**src/design/fqmtf_pkg.sv**
```systemverilog
// shared types and codes for the move-to-front fifo queue
`default_nettype none

package fqmtf_pkg;

  typedef enum logic [1:0] {
    KIND_ENQ = 2'd0,
    KIND_DEQ = 2'd1,
    KIND_MTF = 2'd2
  } kind_t;

  typedef enum logic [1:0] {
    ST_OK       = 2'd0,
    ST_EMPTY    = 2'd1,
    ST_FULL     = 2'd2,
    ST_NOTFOUND = 2'd3
  } status_t;

  localparam int unsigned WORD_W = 32;
  localparam int unsigned OCC_W  = 5;

  // controller to datapath
  typedef struct packed {
    logic    ld_key;
    logic    enq_wr;
    logic    deq_pop;
    logic    rd_next;
    logic    move_wr;
    logic    head_wr;
    logic    res_ld;
    logic    res_data;
    status_t res_status;
  } cmd_t;

  // datapath to controller
  typedef struct packed {
    logic empty;
    logic full;
    logic match;
    logic at_last;
    logic idx_zero;
  } sts_t;

endpackage : fqmtf_pkg

`default_nettype wire

```
**src/design/fifo_queue_move_to_front_core.sv**
```systemverilog
// top level of the bounded word fifo queue with move-to-front
//
//  channel | direction | handshake            | payload
//  --------+-----------+----------------------+-------------------------------------
//  in      | input     | in_valid / in_ready  | in_kind (2), in_value (32)
//  out     | output    | out_valid / out_ready| out_data_out (32), out_status (2),
//          |           |                      | out_occupancy (5)
//
// results: enqueue, unused kind and every empty/full error give the result in the
//   cycle after the item is taken; dequeue adds one registered read of the store (S_DEQ)
// move-to-front walks the store one entry a cycle through its single read port:
//   a hit at the head ends the walk with no move, a miss reads every entry held, and a
//   deeper hit moves any later entries down (S_MOVE), then writes the key at the new head (S_HEAD)
// reset (rst_n low, synchronous) empties the queue; the store itself is not cleared
// one item at a time; a new item is taken while the last result still sits in the
//   output register only if out_ready takes it in the same cycle
`default_nettype none

module fifo_queue_move_to_front_core import fqmtf_pkg::*; #(
  parameter int unsigned DEPTH = 16
) (
  input  wire logic              clk,
  input  wire logic              rst_n,
  // item in
  input  wire logic              in_valid,
  output logic                   in_ready,
  input  wire logic [1:0]        in_kind,
  input  wire logic [WORD_W-1:0] in_value,
  // result out
  output logic                   out_valid,
  input  wire logic              out_ready,
  output logic [WORD_W-1:0]      out_data_out,
  output logic [1:0]             out_status,
  output logic [OCC_W-1:0]       out_occupancy
);

  cmd_t    cmd;
  sts_t    sts;
  status_t res_status;

  // sequencer: one-hot state machine, owns both handshakes
  fqmtf_ctrl u_ctrl (
    .clk       (clk),
    .rst_n     (rst_n),
    .in_valid  (in_valid),
    .in_kind   (in_kind),
    .out_ready (out_ready),
    .sts       (sts),
    .in_ready  (in_ready),
    .out_valid (out_valid),
    .cmd       (cmd)
  );

  // store kept as a ring: head pointer plus fill count, so dequeue never shifts;
  // move-to-front closes the gap left by the hit by moving the later entries down,
  // then steps the head back one slot and writes the key at the new head
  fqmtf_dp #(
    .DEPTH (DEPTH)
  ) u_dp (
    .clk        (clk),
    .rst_n      (rst_n),
    .cmd        (cmd),
    .in_value   (in_value),
    .sts        (sts),
    .res_data   (out_data_out),
    .res_status (res_status),
    .res_occ    (out_occupancy)
  );

  assign out_status = res_status;

endmodule : fifo_queue_move_to_front_core

`default_nettype wire

```
**src/design/fqmtf_dp.sv**
```systemverilog
// datapath: circular word store, pointers, search compare and result register
`default_nettype none

module fqmtf_dp import fqmtf_pkg::*; #(
  parameter int unsigned DEPTH = 16
) (
  input  wire logic              clk,
  input  wire logic              rst_n,
  input  wire cmd_t              cmd,
  input  wire logic [WORD_W-1:0] in_value,
  output sts_t                   sts,
  output logic [WORD_W-1:0]      res_data,
  output status_t                res_status,
  output logic [OCC_W-1:0]       res_occ
);

  localparam int unsigned PW = $clog2(DEPTH);
  localparam int unsigned CW = $clog2(DEPTH + 1);
  localparam logic [PW:0]   DEPTH_W = (PW + 1)'(DEPTH);
  localparam logic [CW-1:0] DEPTH_C = CW'(DEPTH);
  localparam logic [PW-1:0] LAST_P  = PW'(DEPTH - 1);

  // physical slot of head + offset, both below DEPTH
  function automatic logic [PW-1:0] wrap_add(input logic [PW-1:0] a, input logic [PW-1:0] b);
    logic [PW:0] sum;
    sum = {1'b0, a} + {1'b0, b};
    if (sum >= DEPTH_W) begin
      sum = sum - DEPTH_W;
    end
    return sum[PW-1:0];
  endfunction

  logic [WORD_W-1:0] mem [DEPTH];
  logic [WORD_W-1:0] rd_data_r;
  logic [WORD_W-1:0] key_r;
  logic [PW-1:0]     head_r, head_nxt;
  logic [CW-1:0]     count_r, count_nxt;
  logic [PW-1:0]     rd_idx_r, rd_idx_nxt;
  logic [PW-1:0]     rd_addr;
  logic [PW-1:0]     head_m1;
  logic              wr_en;
  logic [PW-1:0]     wr_addr;
  logic [WORD_W-1:0] wr_data;
  logic [CW-1:0]     count_m1;
  logic [WORD_W-1:0] res_data_r;
  status_t           res_status_r;
  logic [OCC_W-1:0]  res_occ_r;

  assign head_m1    = (head_r == '0) ? LAST_P : head_r - 1'b1;
  assign count_m1   = count_r - 1'b1;
  assign rd_idx_nxt = cmd.rd_next ? rd_idx_r + 1'b1 : '0;
  assign rd_addr    = wrap_add(head_r, rd_idx_nxt);

  always_comb begin
    wr_en   = 1'b0;
    wr_addr = wrap_add(head_r, PW'(count_r));
    wr_data = in_value;
    if (cmd.enq_wr) begin
      wr_en = 1'b1;
    end else if (cmd.move_wr) begin
      wr_en   = 1'b1;
      wr_addr = wrap_add(head_r, rd_idx_r - 1'b1);
      wr_data = rd_data_r;
    end else if (cmd.head_wr) begin
      wr_en   = 1'b1;
      wr_addr = head_m1;
      wr_data = key_r;
    end
  end

  always_comb begin
    head_nxt  = head_r;
    count_nxt = count_r;
    if (cmd.enq_wr) begin
      count_nxt = count_r + 1'b1;
    end
    if (cmd.deq_pop) begin
      head_nxt  = wrap_add(head_r, PW'(1));
      count_nxt = count_m1;
    end
    if (cmd.head_wr) begin
      head_nxt = head_m1;
    end
  end

  always_ff @(posedge clk) begin
    if (wr_en) begin
      mem[wr_addr] <= wr_data;
    end
    rd_data_r <= mem[rd_addr];
  end

  always_ff @(posedge clk) begin
    if (!rst_n) begin
      head_r  <= '0;
      count_r <= '0;
    end else begin
      head_r  <= head_nxt;
      count_r <= count_nxt;
    end
  end

  always_ff @(posedge clk) begin
    rd_idx_r <= rd_idx_nxt;
    if (cmd.ld_key) begin
      key_r <= in_value;
    end
    if (cmd.res_ld) begin
      res_data_r   <= cmd.res_data ? rd_data_r : '0;
      res_status_r <= cmd.res_status;
      res_occ_r    <= OCC_W'(count_nxt);
    end
  end

  assign sts.empty    = (count_r == '0);
  assign sts.full     = (count_r == DEPTH_C);
  assign sts.match    = (rd_data_r == key_r);
  assign sts.at_last  = (CW'(rd_idx_r) == count_m1);
  assign sts.idx_zero = (rd_idx_r == '0);

  assign res_data   = res_data_r;
  assign res_status = res_status_r;
  assign res_occ    = res_occ_r;

endmodule : fqmtf_dp

`default_nettype wire

```
**src/design/fqmtf_ctrl.sv**
```systemverilog
// controller: sequencing of enqueue, dequeue and move-to-front, output valid
`default_nettype none

module fqmtf_ctrl import fqmtf_pkg::*; (
  input  wire logic       clk,
  input  wire logic       rst_n,
  input  wire logic       in_valid,
  input  wire logic [1:0] in_kind,
  input  wire logic       out_ready,
  input  wire sts_t       sts,
  output logic            in_ready,
  output logic            out_valid,
  output cmd_t            cmd
);

  typedef enum logic [4:0] {
    S_IDLE   = 5'b00001,
    S_DEQ    = 5'b00010,
    S_SEARCH = 5'b00100,
    S_MOVE   = 5'b01000,
    S_HEAD   = 5'b10000
  } state_t;

  state_t state_r, state_nxt;
  logic   out_valid_r, out_valid_nxt;
  logic   accept;

  assign in_ready = (state_r == S_IDLE) && (!out_valid_r || out_ready);
  assign accept   = in_valid && in_ready;

  always_comb begin
    state_nxt      = state_r;
    cmd            = '0;
    cmd.res_status = ST_OK;
    case (state_r)
      S_IDLE: begin
        if (accept) begin
          cmd.ld_key = 1'b1;
          case (kind_t'(in_kind))
            KIND_ENQ: begin
              cmd.res_ld = 1'b1;
              if (sts.full) begin
                cmd.res_status = ST_FULL;
              end else begin
                cmd.enq_wr = 1'b1;
              end
            end
            KIND_DEQ: begin
              if (sts.empty) begin
                cmd.res_ld     = 1'b1;
                cmd.res_status = ST_EMPTY;
              end else begin
                state_nxt = S_DEQ;
              end
            end
            KIND_MTF: begin
              if (sts.empty) begin
                cmd.res_ld     = 1'b1;
                cmd.res_status = ST_EMPTY;
              end else begin
                state_nxt = S_SEARCH;
              end
            end
            default: begin
              cmd.res_ld = 1'b1;
            end
          endcase
        end
      end
      S_DEQ: begin
        cmd.res_ld   = 1'b1;
        cmd.res_data = 1'b1;
        cmd.deq_pop  = 1'b1;
        state_nxt    = S_IDLE;
      end
      S_SEARCH: begin
        cmd.rd_next = 1'b1;
        if (sts.match) begin
          if (sts.idx_zero) begin
            cmd.res_ld = 1'b1;
            state_nxt  = S_IDLE;
          end else if (sts.at_last) begin
            state_nxt = S_HEAD;
          end else begin
            state_nxt = S_MOVE;
          end
        end else if (sts.at_last) begin
          cmd.res_ld     = 1'b1;
          cmd.res_status = ST_NOTFOUND;
          state_nxt      = S_IDLE;
        end
      end
      S_MOVE: begin
        cmd.rd_next = 1'b1;
        cmd.move_wr = 1'b1;
        if (sts.at_last) begin
          state_nxt = S_HEAD;
        end
      end
      S_HEAD: begin
        cmd.head_wr = 1'b1;
        cmd.res_ld  = 1'b1;
        state_nxt   = S_IDLE;
      end
      default: begin
        state_nxt = S_IDLE;
      end
    endcase
  end

  always_comb begin
    out_valid_nxt = out_valid_r;
    if (cmd.res_ld) begin
      out_valid_nxt = 1'b1;
    end else if (out_ready) begin
      out_valid_nxt = 1'b0;
    end
  end

  always_ff @(posedge clk) begin
    if (!rst_n) begin
      state_r     <= S_IDLE;
      out_valid_r <= 1'b0;
    end else begin
      state_r     <= state_nxt;
      out_valid_r <= out_valid_nxt;
    end
  end

  assign out_valid = out_valid_r;

endmodule : fqmtf_ctrl

`default_nettype wire

```
**config.mk**
```make
export PLATFORM = sky130hd
export DESIGN_NAME = fifo_queue_move_to_front_core
export DESIGN_NICKNAME = d
export VERILOG_FILES = /design/src/design/fqmtf_pkg.sv /design/src/design/fifo_queue_move_to_front_core.sv /design/src/design/fqmtf_dp.sv /design/src/design/fqmtf_ctrl.sv
export SDC_FILE = /design/constraint.sdc
export NUM_CORES = 1
export LEC_CHECK = 0
export BUFFER_PORTS_ARGS = -buffer_cell sky130_fd_sc_hd__buf_2
export CAP_MARGIN = 10
export CELL_PAD_IN_SITES_DETAIL_PLACEMENT = 1
export CELL_PAD_IN_SITES_GLOBAL_PLACEMENT = 1
export CORE_UTILIZATION = 49
export DETAILED_ROUTE_END_ITERATION = 8
export GPL_TIMING_DRIVEN = 0
export PLACE_DENSITY = 0.79
export SLEW_MARGIN = 10
export SYNTH_ARGS = -nofsm -noshare
export SYNTH_HDL_FRONTEND = slang
export SYNTH_HIERARCHICAL = 1
export SYNTH_SLANG_ARGS = --single-unit
export TNS_END_PERCENT = 50
```
**constraint.sdc**
```tcl
create_clock -name clk -period 6.7 [get_ports clk]
set_clock_uncertainty 0.05 [all_clocks]
set_input_delay 2.01 -clock clk [delete_from_list [all_inputs] [get_ports clk]]
set_output_delay 2.01 -clock clk [all_outputs]
set_load 0.1 [all_outputs]
```
Word level (Yosys, flattened, before mapping)
Memories as Yosys holds them, arrays and structs flattened. A register that Yosys moved wholly into a read port is not among the register bits.
Cells that the tools add are included.
W data, S select, Z words.
{"block": "totals", "inputBits": 38, "mem_bits_rw": 512, "ff_bits": 90, "wordCells": 112, "output_inout_bits": 41, "mem_count": 1}
{"memory": "u_dp.mem", "depth": 16, "word_bits": 32, "read_ports": 1, "rd_ports_with_merged_regs": 1, "wr": 1, "line_no": "fqmtf_dp.sv:33", "source": "logic [WORD_W-1:0] mem [DEPTH];"}
{"block": "op_classes", "n_eq_ne": 16, "n_lt_le_gt_ge": 4, "mux": 55, "add_sub_neg": 13, "n_reduce_logical": 14}
{"operator": "$mux W32", "count": 3}
{"operator": "$mux W5", "count": 10}
{"operator": "$mux W4", "count": 11}
{"operator": "$eq A32 B32 Y1", "count": 1}
{"operator": "$sub A4 B1 Y4 const B", "count": 6}
{"operator": "$ge A5 B5 Y1 const B", "count": 4}
{"operator": "$mux W1", "count": 20}
{"operator": "$add A4 B4 Y5", "count": 3}
{"operator": "$pmux W5 S3", "count": 1}
{"operator": "$mux W2", "count": 6}
{"operator": "$ne A3 B3 Y1 const B", "count": 4}
{"operator": "$eq A5 B5 Y1 const B", "count": 2}
{"operator": "$pmux W5 S2", "count": 1}
{"operator": "$logic_not A4 Y1", "count": 2}
{"operator": "$pmux W2 S2", "count": 2}
{"operator": "$reduce_and A6 Y1", "count": 1}
{"operator": "$reduce_or A2 Y1", "count": 3}
{"operator": "$add A4 B1 Y5 const B", "count": 1}
{"operator": "$add A5 B1 Y5 const B", "count": 1}
{"operator": "$eq A4 B5 Y1", "count": 1}
{"operator": "$eq A5 B1 Y1 const B", "count": 1}
{"operator": "$eq A5 B2 Y1 const B", "count": 1}
{"operator": "$eq A5 B3 Y1 const B", "count": 1}
{"operator": "$eq A5 B4 Y1 const B", "count": 1}
{"operator": "other kinds (13)", "count": 15}

Logic depth before layout (Yosys ltp)
{"block": "logic_depth", "ltp_word": 9, "depth_mapped": 13, "mapped_depth_nobuf": 11}

Modules after synthesis
The synthesis kept the hierarchy.
{"mod": "fqmtf_dp", "cells_each": 1337, "area_per_inst_um2": 25092.8, "seq_area_each_um2": 18407.7, "n_inst": 1}
{"mod": "fqmtf_ctrl", "cells_each": 69, "area_per_inst_um2": 550.5, "seq_area_each_um2": 120.1, "n_inst": 1}

Worst setup path after synthesis
OpenSTA, ideal clock, no wires.
{"block": "synth_timing", "path_kind": "in2reg", "start": "input out_ready", "end": "memory u_dp.mem[0][0], enable pin", "stages": 10, "arrival_ps": 5889, "setup_slack_ps": 300, "path_buffers": 2, "t_required_ps": 6189, "setup_ps": 461, "path_cell_list": "nor2b_1 nand3b_4 inv_4 nand2_1 nor2_1 clkbuf_1 clkbuf_1 o22a_1 nand2_1 nor3_1"}
{"element": "start, declared", "line_no": "fifo_queue_move_to_front_core.sv:31", "source": "input wire logic out_ready,"}
{"element": "end, declared", "line_no": "fqmtf_dp.sv:33"}

==> impl_results.md <==
- Starting Density: 0.498
- Sw frac: 0.237
- I/O pin cnt: slightly below 80
- DR iter-0 viols: around 1700
- Routed WL per cell: ~30 µm
- Mapped Area: approximately 0.026 mm²
- Layout fillers: roughly 4600
- Worst reg2reg path startpoint: u_ctrl/state_r[3]
- Syn nets: 1467
- Crit Path Max Fanout: 35
- Post_cts resized: 0
- Crit Path Class: input pin to register
- Post-DR vias/cell: between 6 and 7
- Synthesized area per cell: around 18 µm²
- Logic pwr share: 0.074
- Crit path arrival time: slightly above 6 ns
- Post-Syn Instances: ~1400
- WP data required: 6.95 ns
- All-Layer GR Usage: 0.274
- Slowest CP cell: nor3_2
- Largest net degree at the start of global routing: 40
- I/O Buffers: ~80
- Area occupied by multi-input gates: slightly below 0.007 mm²
- YS warnings: 6
- Routability cong.: ~0.8
- Synth cell types: 63
- Final setup fails: 0
- Die height: between 200 and 250 µm
- Fin nets: approximately 1700
- Final worst-path cycle share: 0.886
- Main synth FF type: edfxtp_1
- Final hold violations: 0
- Clock network power share: 0.416
- Reg power frac: 0.510
- Vias in the first global route: between 15000 and 20000
- Sequential share of the synthesized area: 0.723
- Total Power: between 8 and 9 mW
- Worst-path cell chain: buf_2 -> nor2b_1 -> nand3b_4 -> inv_4 -> nand2_1 -> nor2_1 -> clkbuf_1 -> clkbuf_1 -> o22a_1 -> nand2_1 -> nor3_2 -> buf_8 -> buf_6 -> buf_4
- First-pass GRT wire length: roughly 100000 µm
- Max Clk Rate: between 0.15 and 0.2 GHz
- Core area: 0.0515 mm²
- Setup crit start kind: input pin
- FF-to-FF End: u_dp/mem[3][17]
- Total die area: approximately 0.053 mm²
- Slew @ Worst Pin: around 1.2 ns
- Drt total wl: approximately 70000 µm
- # hold bufs at CTS: 0
- Max Cap Violations: 0
- Worst setup path end: u_dp/mem[3][17]
- Leakage: approximately 9.7 nW
- DP HPWL: ~47000 µm
- Layout cells sized above 1: 0.249
- FF+latch area: about 0.019 mm²
- Antenna violations before repair: 4
- DRT Pass-1 Iters: 6
- Reg2Reg Setup Slack: about 1.6 ns
- Global route overflow: 0
- Root Driver: clkbuf_16
- Max clock buf depth: 3
- DIE WIDTH: roughly 230 µm
- CTS tree: done
- H-tree depth: 3
- Row cnt: 83
- Pwr Density: roughly 300 mW/mm²
- FF-to-FF path depth: 14
- Layout Utilization: 0.579
- Pint: between 6 and 7 mW
- Worst setup EP type: register
- Status: finished, final reports clean
- Detail Route Antenna Nets: 0
- Setup Fix Bufs, Post-CTS: 0
- Worst path max stage delay: 0.78 ns
- Clock Latency Late Sink: about 0.6 ns
- P_sw: 2.09 mW
- DRC: 0
- Async set-reset flop share out of synthesis: 0
- Hold path start: u_ctrl/state_r[2]
- Slew headroom: 0.205
- Final Max Slew Viols: 0
- Clk sink count: between 600 and 700
- P&R area growth vs syn: 16.4%
- Worst Setup SP: out_ready
- Synth Register Bits: between 600 and 700
- Vias: around 15000
- RSZ-0062 raised after global routing: no
- EDFF count, synth: 583
- Worst hold path type: register to register
- TritonCTS Buffers: 66
- Clock transition at path regs: roughly 0.06 ns
- Peak VDD IR: ~0.00026 V
- Tmin final: 5.93 ns
[synth_stat cells, types with 2 or more instances]
master    count  share of area
o221ai_1     29         0.0099
fa_1          3         0.0023
dfxtp_1      51          0.040
nand2_1      55         0.0081
edfxtp_1    583           0.68
o21a_1        3        0.00088
and2_1       41          0.010
a211o_1       2        0.00068
buf_1         4        0.00059
o21ai_1       3        0.00059
xor2_1       37          0.013
nand3_1      36         0.0070
mux2i_1      35          0.014
o221ai_2      3         0.0018
nand4_1       3        0.00073
o22ai_1       2        0.00049
nand4b_1      2        0.00068
a21o_1        4         0.0012
a22oi_1      34          0.010
and3_1        3        0.00073
nor4_1       12         0.0029
nor3_1       15         0.0029
a21oi_1      51          0.010
inv_1        14         0.0020
nor2b_1      40         0.0098
nand2b_1      6         0.0015
buf_2        14         0.0027
o31ai_1       3        0.00088
nor2_1       18         0.0026
a211oi_1      3        0.00088
mux4_2      128           0.11
clkbuf_1     52         0.0076
a31oi_1       3        0.00073
xnor2_1      17         0.0058
o21bai_1      2        0.00059
o21ai_0      36         0.0070
buf_4         2        0.00059
buf_6         9         0.0040
nor3b_1       5         0.0015
ha_1         20         0.0098
[worst min-delay path by stage]
| stage | endpoint | slack (ns) | depth (start not counted) |
|---|---|---|---|
| global placement | u_ctrl/state_r[2] | 0.45 | 2 |
| finish | u_ctrl/state_r[2] | 0.49 | 2 |
| floorplan | u_ctrl/state_r[3] | 0.42 | 2 |
| detailed placement | u_ctrl/state_r[2] | 0.48 | 2 |
| global route | u_ctrl/state_r[2] | 0.53 | 2 |
| CTS | u_ctrl/state_r[2] | 0.48 | 2 |
[layout make-up]
type / instances / area share
Clock buffer: 98 / 0.0628
Clock inverter: 24 / 0.00956
Timing Repair Buffer: 137 / 0.0350
Sequential cell: 634 / 0.621
Inverter: 15 / 0.00197
Multi-Input combinational cell: 675 / 0.227
Antenna cell: 1 / 0.0000839
Tap cell: 680 / 0.0285
Buffer: 82 / 0.0138
[cell usage in the layout, fill, tap and decap left out, types with 4 or more instances in the layout]
cell	n
dfxtp_1	51
nor3_2	9
xnor2_1	17
a22oi_1	34
buf_1	4
buf_8	4
nor3b_1	4
edfxtp_1	583
buf_2	93
nor2_1	18
xor2_1	37
mux4_2	128
buf_12	7
a21o_1	4
nand2b_1	6
clkbuf_1	76
clkinv_1	6
a21oi_1	42
clkbuf_16	68
nor2b_1	40
clkbuf_8	6
buf_4	40
nand2_1	55
mux2i_1	35
nor3_1	7
o221ai_1	29
inv_1	14
bufinv_16	5
a21oi_4	8
nand3_1	36
and2_1	41
buf_6	15
o21ai_0	6
buf_16	4
ha_1	20
o21ai_1	33
clkinv_2	6
nor4_1	12
[flip-flops by register name, indices dropped and copies added, names as in the netlist]
name and count:
u_dp/rd_idx_r 4, u_ctrl/out_valid 1, u_dp/res_occ 5, u_dp/res_status 2, u_dp/mem 512, u_dp/rd_data_r 32, u_ctrl/state_r 5, u_dp/count_r 5
u_dp/key_r 32, u_dp/res_data 32, u_dp/head_r 4
[per-stage QoR]
step           hold WS, ns  setup WS, ns  cells  instance area, µm²  setup TNS [ns]
2_1_floorplan        0.422         0.300   1406               25600               0
3_3_place_gp         0.451         -3.68   2164               26900        -1275.56
3_5_place_dp         0.475         0.196   2212               27600               0
4_1_cts              0.483         0.780   2334               29800               0
5_1_grt              0.530         0.524   2345               29800               0
6_report             0.488         0.767   2346               29800               0
[power by group through the flow]
stage,registers [mW],clock network [mW],logic (mW)
global placement,4.58,0,0.604
detailed placement,4.58,0,0.639
finish,4.50,3.67,0.649
floorplan,4.82,0,0.209
CTS,4.50,3.72,0.643
global route,4.51,3.83,0.677
[critical path, delay by kind of cell]
kind	cells	cell delay (ns)
AND/OR/NAND/NOR	6	1.64
AO/OA/AOI/OAI	1	0.34
buffers and inverters	7	2.16
[cell families after synthesis]
family / Yosys count / share of synthesized area
xor+xnor: 55 / 0.0193
compound gates: 184 / 0.0476
fa+ha+maj: 23 / 0.0121
buf+inv: 97 / 0.0183
mux: 164 / 0.127
flops: 634 / 0.723
simple gates: 249 / 0.0535
[routing by layer]
metal / global-route usage / vias up / routed length (µm)
met5: 0 / - / 22
met4: 0.112 / 4 / 2780
met3: 0.0548 / 193 / 5890
met2: 0.450 / 795 / 34900
met1: 0.357 / 7587 / 27400
li1: - / 6066 / -
Note: power is estimated with default switching activity, not from simulation.
